**config.mk**
```make
export PLATFORM = sky130hd
export DESIGN_NAME = lt_mix_stream_hash_unit
export DESIGN_NICKNAME = d
export VERILOG_FILES = /design/src/rtl/core/lmsh_pkg.sv /design/src/rtl/core/lmsh_mix.sv /design/src/rtl/core/lmsh_outbuf.sv /design/src/rtl/core/lt_mix_stream_hash_unit.sv
export SDC_FILE = /design/constraint.sdc
export NUM_CORES = 1
export LEC_CHECK = 0
export BUFFER_PORTS_ARGS = -buffer_cell sky130_fd_sc_hd__buf_2
export CAP_MARGIN = 40
export CORE_ASPECT_RATIO = 1.5
export CORE_MARGIN = 2
export CORE_UTILIZATION = 60
export DETAILED_ROUTE_END_ITERATION = 16
export PLACE_DENSITY = 0.78
export SETUP_SLACK_MARGIN = 0.05
export SLEW_MARGIN = 20
export SYNTH_ARGS = -nofsm -noshare
export SYNTH_HDL_FRONTEND = slang
export SYNTH_SLANG_ARGS = --single-unit
```
**constraint.sdc**
```tcl
create_clock -name clk -period 6.4 [get_ports clk]
set_input_delay 1.6 -clock clk [delete_from_list [all_inputs] [get_ports clk]]
set_output_delay 1.6 -clock clk [all_outputs]
set_load 0.03 [all_outputs]
```
**src/rtl/core/lmsh_pkg.sv**
```systemverilog
// lmsh_pkg: shared types, request codes and the linear transform function
// for the streaming mix hash block
// no dependencies
`timescale 1ns / 1ps

package lmsh_pkg;

  localparam int STATE_W  = 128;
  localparam int WORD_W   = 32;
  localparam int HALF_W   = 64;
  localparam int POS_W    = 4;
  localparam int BYTE_W   = 8;
  localparam int REQ_W    = 2;

  // request type codes
  localparam logic [REQ_W-1:0] REQ_ABSORB     = 2'd0;
  localparam logic [REQ_W-1:0] REQ_ABSORB_FIN = 2'd1;
  localparam logic [REQ_W-1:0] REQ_FINISH     = 2'd2;

  localparam logic [STATE_W-1:0] STATE_INIT = {STATE_W{1'b1}};
  localparam logic [POS_W-1:0]   POS_LAST   = {POS_W{1'b1}};

  // result of one transaction through the datapath
  typedef struct packed {
    logic [STATE_W-1:0] state_nxt;
    logic [POS_W-1:0]   pos_nxt;
    logic [STATE_W-1:0] digest;
    logic               emit;
  } mix_res_t;

  function automatic logic [WORD_W-1:0] rotl(input logic [WORD_W-1:0] x,
                                             input int unsigned r);
    rotl = (x << r) | (x >> (WORD_W - r));
  endfunction

  // serpent-style linear transform over four words, word 0 in the low bits
  function automatic logic [STATE_W-1:0] linear_mix(input logic [STATE_W-1:0] s);
    logic [WORD_W-1:0] a;
    logic [WORD_W-1:0] b;
    logic [WORD_W-1:0] c;
    logic [WORD_W-1:0] d;
    a = s[31:0];
    b = s[63:32];
    c = s[95:64];
    d = s[127:96];
    a = rotl(a, 13);
    c = rotl(c, 3);
    b = b ^ a ^ c;
    d = d ^ c ^ (a << 3);
    b = rotl(b, 1);
    d = rotl(d, 7);
    a = a ^ b ^ d;
    c = c ^ d ^ (b << 7);
    a = rotl(a, 5);
    c = rotl(c, 22);
    linear_mix = {d, c, b, a};
  endfunction

endpackage

```
**src/rtl/core/lmsh_mix.sv**
```systemverilog
// lmsh_mix: combinational datapath for one transaction: byte absorb,
// block transform and finish (invert and transform)
// depends on lmsh_pkg
`timescale 1ns / 1ps

module lmsh_mix import lmsh_pkg::*; (
  input  logic [STATE_W-1:0] state,
  input  logic [POS_W-1:0]   pos,
  input  logic [REQ_W-1:0]   req_type,
  input  logic [BYTE_W-1:0]  data_byte,
  output mix_res_t           res
);

  logic [STATE_W-1:0] byte_vec;
  logic [STATE_W-1:0] xored;
  logic [STATE_W-1:0] absorbed;
  logic [POS_W-1:0]   pos_inc;
  logic [STATE_W-1:0] fin_src;
  logic [STATE_W-1:0] fin_digest;

  // place the byte at state byte pos, little-endian within words
  assign byte_vec = {{(STATE_W-BYTE_W){1'b0}}, data_byte} << {pos, 3'b000};
  assign xored    = state ^ byte_vec;
  assign absorbed = (pos == POS_LAST) ? linear_mix(xored) : xored;
  assign pos_inc  = pos + 1'b1;

  // finish path works from the absorbed state or the current one
  assign fin_src    = (req_type == REQ_FINISH) ? state : absorbed;
  assign fin_digest = linear_mix(~fin_src);

  // request decode
  always_comb begin
    res.state_nxt = state;
    res.pos_nxt   = pos;
    res.digest    = fin_digest;
    res.emit      = 1'b0;
    case (req_type)
      REQ_ABSORB: begin
        res.state_nxt = absorbed;
        res.pos_nxt   = pos_inc;
      end
      REQ_ABSORB_FIN, REQ_FINISH: begin
        res.state_nxt = STATE_INIT;
        res.pos_nxt   = '0;
        res.emit      = 1'b1;
      end
      default: begin
        res.state_nxt = state;
        res.pos_nxt   = pos;
      end
    endcase
  end

endmodule

```
**src/rtl/core/lmsh_outbuf.sv**
```systemverilog
// lmsh_outbuf: result register holding one digest and sending it as two
// 64-bit halves over a valid/ready channel
// depends on lmsh_pkg
`timescale 1ns / 1ps

module lmsh_outbuf import lmsh_pkg::*; (
  input  logic               clk,
  input  logic               rst_n,
  input  logic               load,
  input  logic [STATE_W-1:0] digest,
  output logic               can_load,
  output logic               out_valid,
  input  logic               out_ready,
  output logic [HALF_W-1:0]  out_digest_half,
  output logic               out_half_index,
  output logic               out_last_half
);

  logic [STATE_W-1:0] digest_r;
  logic [1:0]         pend_r;
  logic [1:0]         pend_nxt;
  logic               take;

  assign out_valid = (pend_r != 2'd0);
  assign take      = out_valid && out_ready;
  // room for a new digest once the last half leaves this cycle
  assign can_load  = (pend_r == 2'd0) || ((pend_r == 2'd1) && out_ready);

  // pending half count
  always_comb begin
    pend_nxt = pend_r;
    if (load) begin
      pend_nxt = 2'd2;
    end else if (take) begin
      pend_nxt = pend_r - 2'd1;
    end
  end

  always_ff @(posedge clk) begin
    if (!rst_n) begin
      pend_r <= 2'd0;
    end else begin
      pend_r <= pend_nxt;
    end
  end

  // digest payload
  always_ff @(posedge clk) begin
    if (load) begin
      digest_r <= digest;
    end
  end

  // half select
  assign out_half_index  = (pend_r == 2'd1);
  assign out_last_half   = out_half_index;
  assign out_digest_half = out_half_index ? digest_r[STATE_W-1:HALF_W]
                                          : digest_r[HALF_W-1:0];

`ifndef SYNTHESIS
  a_pend_range: assert property (@(posedge clk) disable iff (!rst_n)
    pend_r != 2'd3)
    else $error("outbuf pending count out of range");
  a_load_room: assert property (@(posedge clk) disable iff (!rst_n)
    load |-> can_load)
    else $error("digest loaded while halves still pending");
  a_out_hold: assert property (@(posedge clk) disable iff (!rst_n)
    (out_valid && !out_ready) |=> out_valid && $stable(out_digest_half)
                                  && $stable(out_half_index))
    else $error("out transaction changed while waiting");
`endif

endmodule

```
**src/rtl/core/lt_mix_stream_hash_unit.sv**
```systemverilog
// lt_mix_stream_hash_unit: top level of the streaming 128-bit mix hash
// depends on lmsh_pkg, lmsh_mix, lmsh_outbuf
//
//   channel | ports                                      | direction
//   --------+--------------------------------------------+----------
//   in      | in_valid in_ready in_req_type in_data_byte  | to block
//   out     | out_valid out_ready out_digest_half          | from block
//           | out_half_index out_last_half                 |
//
// one input transaction per cycle unless a finish stalls; the hash
// state takes one absorb step and at most one transform on acceptance
// a finish shows two halves from the next cycle on, one per ready cycle
// reset sets the state to all ones and the byte position to zero
// absorb-only transactions flow through while a digest waits; a finish
// stalls only while the previous digest still has halves to send
`timescale 1ns / 1ps

module lt_mix_stream_hash_unit import lmsh_pkg::*; (
  input  logic              clk,
  input  logic              rst_n,
  input  logic              in_valid,
  output logic              in_ready,
  input  logic [REQ_W-1:0]  in_req_type,
  input  logic [BYTE_W-1:0] in_data_byte,
  output logic              out_valid,
  input  logic              out_ready,
  output logic [HALF_W-1:0] out_digest_half,
  output logic              out_half_index,
  output logic              out_last_half
);

  logic [STATE_W-1:0] state_r;
  logic [POS_W-1:0]   pos_r;
  mix_res_t           res;
  logic               can_load;
  logic               accept;
  logic               load;
  logic               is_fin;

  assign is_fin   = (in_req_type == REQ_ABSORB_FIN) || (in_req_type == REQ_FINISH);
  assign in_ready = is_fin ? can_load : 1'b1;
  assign accept   = in_valid && in_ready;
  assign load     = accept && res.emit;

  // datapath
  lmsh_mix u_mix (
    .state     (state_r),
    .pos       (pos_r),
    .req_type  (in_req_type),
    .data_byte (in_data_byte),
    .res       (res)
  );

  // hash state
  always_ff @(posedge clk) begin
    if (!rst_n) begin
      state_r <= STATE_INIT;
      pos_r   <= '0;
    end else if (accept) begin
      state_r <= res.state_nxt;
      pos_r   <= res.pos_nxt;
    end
  end

  // result register
  lmsh_outbuf u_outbuf (
    .clk             (clk),
    .rst_n           (rst_n),
    .load            (load),
    .digest          (res.digest),
    .can_load        (can_load),
    .out_valid       (out_valid),
    .out_ready       (out_ready),
    .out_digest_half (out_digest_half),
    .out_half_index  (out_half_index),
    .out_last_half   (out_last_half)
  );

`ifndef SYNTHESIS
  a_fin_restart: assert property (@(posedge clk) disable iff (!rst_n)
    (accept && is_fin) |=> (state_r == STATE_INIT) && (pos_r == '0))
    else $error("state not restarted after finish transaction");
  a_fin_first_half: assert property (@(posedge clk) disable iff (!rst_n)
    (accept && is_fin) |=> out_valid && !out_half_index)
    else $error("first digest half not presented after finish");
  a_absorb_pos: assert property (@(posedge clk) disable iff (!rst_n)
    (accept && (in_req_type == REQ_ABSORB)) |=> pos_r == $past(pos_r) + 1'b1)
    else $error("byte position did not advance on absorb");
`endif

endmodule

```
==> out/results.ini <==
[sta]
maxSlewViolCount=0
max_freq_mhz=184
hold_viol=0
rsz0062_at_grt=no
fin_skew_ps=14.1
period_minus_slack_ps=5420
fin_setup_tns_ps=0
relSlewSlack_pct=38.7
fin_crit_sh_pct=84.7
tightest_slew_ps=916
setup_viol=0

[clocking]
clkTransAtPathRegs_ps=70
clock_latency_ps=590
post_cts_buffers=0
ctsHoldBuffers=0
cts_made_buffers=28
root_buffer=clkbuf_16
cts_buffer_depth=3
cts_tree=yes
cts_resized=0
h-tree-depth=1
cts.sink_count=262

[yosys]
ys_warn_count=0
syn_area_per_cell_sq_um=9.53
ys.flop_type=dfxtp_1
syn_inst=2196
synthesis.area_sq_um=20900
synth-seq-cells=262
synth_nets=2215
synth-async-reset-ratio_pct=0
yosysUniqueCellTypes=83
synth.yosys.seq_area_share_pct=31.2
synth_edf_count=128

[pwr]
p_int_mw=4.40
ir_drop_v=0.000250
cellLeakagePower_nw=9.15
p_seq_share_pct=30.6
power.density_nw_per_um2=321
combPwrFrac_pct=46.5
p_sw_mw=2.92
p_sw_share_pct=39.9
pwr-share-clk_pct=22.9

[floorplan]
die_area_sq_um=36400
coreArea_sq_um=34300
num_rows=83
die_w_um=156
initial_core_util_pct=61.0
die_h_um=233
ioPinCount=82

[run_status]
status=complete, no violations

[grt]
track_usage_pct=43.8
grt_max_degree=163
antenna_found_initial=0
grt_overflow=0
grt_pass1_wl_um=114000
grt_pass1_vias=16600

[drt]
vias_per_cell=6.68
num_vias=17900
wl_per_cell_um=30.2
routed_wl_um=80700
drc=0
drtAntennaViolNets=0
drt-initial-drc-count=2363
first_pass_iters=6

[finish]
nets=2248
register_area_sq_um=6530
multi_input_area_sq_um=13600
n_fill_cell=2795
final_core_util_pct=66.7
drive_above_1_share_pct=15.9
antenna_cells=0
layout_common_cells=nand2_1 (360), xnor2_1 (233), xor2_1 (137)
area_growth_pct=9.20
layout_commonest_cell=nand2_1

[critical_path]
crit_path_end_kind=register
critPathKind=in2reg
crit_path_start_kind=primary input
worstPathRequired_ps=6790
crit_fanout=13
arrival_ps=5810

[run]
drv_cap=0

[placement]
dp_hpwl_um=60300
place_congestion=1.06
port_buffers=81

[min_path]
min_path_type=reg2reg

[critical path, stage by stage]
cell	delay [ps]
buf_2	330
or3b_4	460
nor2_1	200
xor2_2	340
xor3_1	690
xnor3_1	350
nand2_1	100
a22oi_1	690
xor2_1	550
xnor2_1	210
xor2_1	280
[registers in the layout, summed over array words and instances, names as in the netlist]
name and cells:
state_r 128, u_outbuf.digest_r 128, u_outbuf.pend_r 2, pos_r 4
[kinds of logic (layout without fill, tap and decap cells)]
| family | Yosys count | in the layout | share of synthesized area [%] |
|---|---|---|---|
| xor+xnor | 507 | 507 | 29.7 |
| simple gates | 657 | 657 | 14.4 |
| compound gates | 452 | 452 | 14.6 |
| fa+ha+maj | 5 | 5 | 0.299 |
| mux | 107 | 107 | 5.74 |
| flops | 262 | 262 | 31.2 |
| buf+inv | 206 | 261 | 4.11 |
[power by group through the flow]
stage	logic [mW]	registers, mW	clock network (mW)
2_1_floorplan	2.33	2.22	0
3_3_place_gp	3.25	2.26	0
3_5_place_dp	3.30	2.27	0
4_1_cts	3.32	2.24	1.69
5_1_grt	3.51	2.26	1.74
6_report	3.40	2.24	1.68
[layout make-up]
type,instances,share of cell area (%)
Clock inverter,17,0.685
Tap cell,425,2.33
Timing Repair Buffer,155,4.65
Sequential cell,262,28.6
Multi-Input combinational cell,1728,59.5
Inverter,54,0.898
Clock buffer,35,3.36
[stage by stage]
stage / setup WS, ps / total power, mW / hold WS, ps / cells / cell area, sq um
final: 978 / 7.33 / 504 / 2676 / 22800
after global routing: 963 / 7.51 / 506 / 2676 / 22800
after CTS: 1070 / 7.25 / 500 / 2675 / 22800
after detailed placement: 463 / 5.57 / 486 / 2623 / 21900
after global placement: 505 / 5.51 / 472 / 2621 / 21900
after floorplan: 840 / 4.56 / 459 / 2196 / 20900
[worst paths after layout]
check	startpoint	end	slack [ps]	cells past startpoint
setup reg to reg	pos_r[1]$_SDFFE_PN0P_	u_outbuf.digest_r[69]$_DFFE_PP_	1120	11
setup / recovery	in_data_byte[6]	u_outbuf.digest_r[69]$_DFFE_PP_	980	11
hold / removal	state_r[38]$_SDFFE_PN1P_	state_r[38]$_SDFFE_PN1P_	500	2
hold reg to reg	state_r[38]$_SDFFE_PN1P_	state_r[38]$_SDFFE_PN1P_	500	2
[synthesized netlist by cell type, types with 6 or more instances]
cell type	count	area share (%)
and2_1	20	0.60
nor3_1	21	0.50
a22oi_1	8	0.29
buf_1	21	0.38
o21a_1	22	0.79
xor3_1	12	1.4
buf_2	21	0.50
o21ai_0	106	2.5
a211o_1	14	0.59
clkbuf_1	98	1.8
nor2_1	89	1.6
a211oi_1	43	1.5
mux2_2	71	3.8
nor2b_1	8	0.24
nand3b_1	10	0.36
dfxtp_1	134	13
edfxtp_1	128	18
o211a_1	11	0.53
or3b_1	7	0.29
xnor2_2	18	1.4
xor2_1	137	5.7
or3_1	18	0.54
buf_4	8	0.29
o21ai_1	7	0.17
inv_1	54	0.97
a22oi_2	7	0.42
xnor2_1	233	9.8
a21o_1	11	0.39
a21boi_0	6	0.22
xnor3_1	97	10
nand2_1	360	6.5
o211ai_1	85	3.1
a21oi_1	75	1.8
mux2i_1	32	1.5
nand3_1	70	1.7
a2bb2oi_1	6	0.25
o22ai_1	29	0.87
[per-layer routing]
metal	routed length (um)	up-vias	GRT usage, %
li1	-	7767	-
met1	28800	8560	53.9
met2	36200	1250	69.2
met3	8400	307	7.34
met4	7300	0	31.9
met5	0	-	0
(Power assumes the default switching activity.)
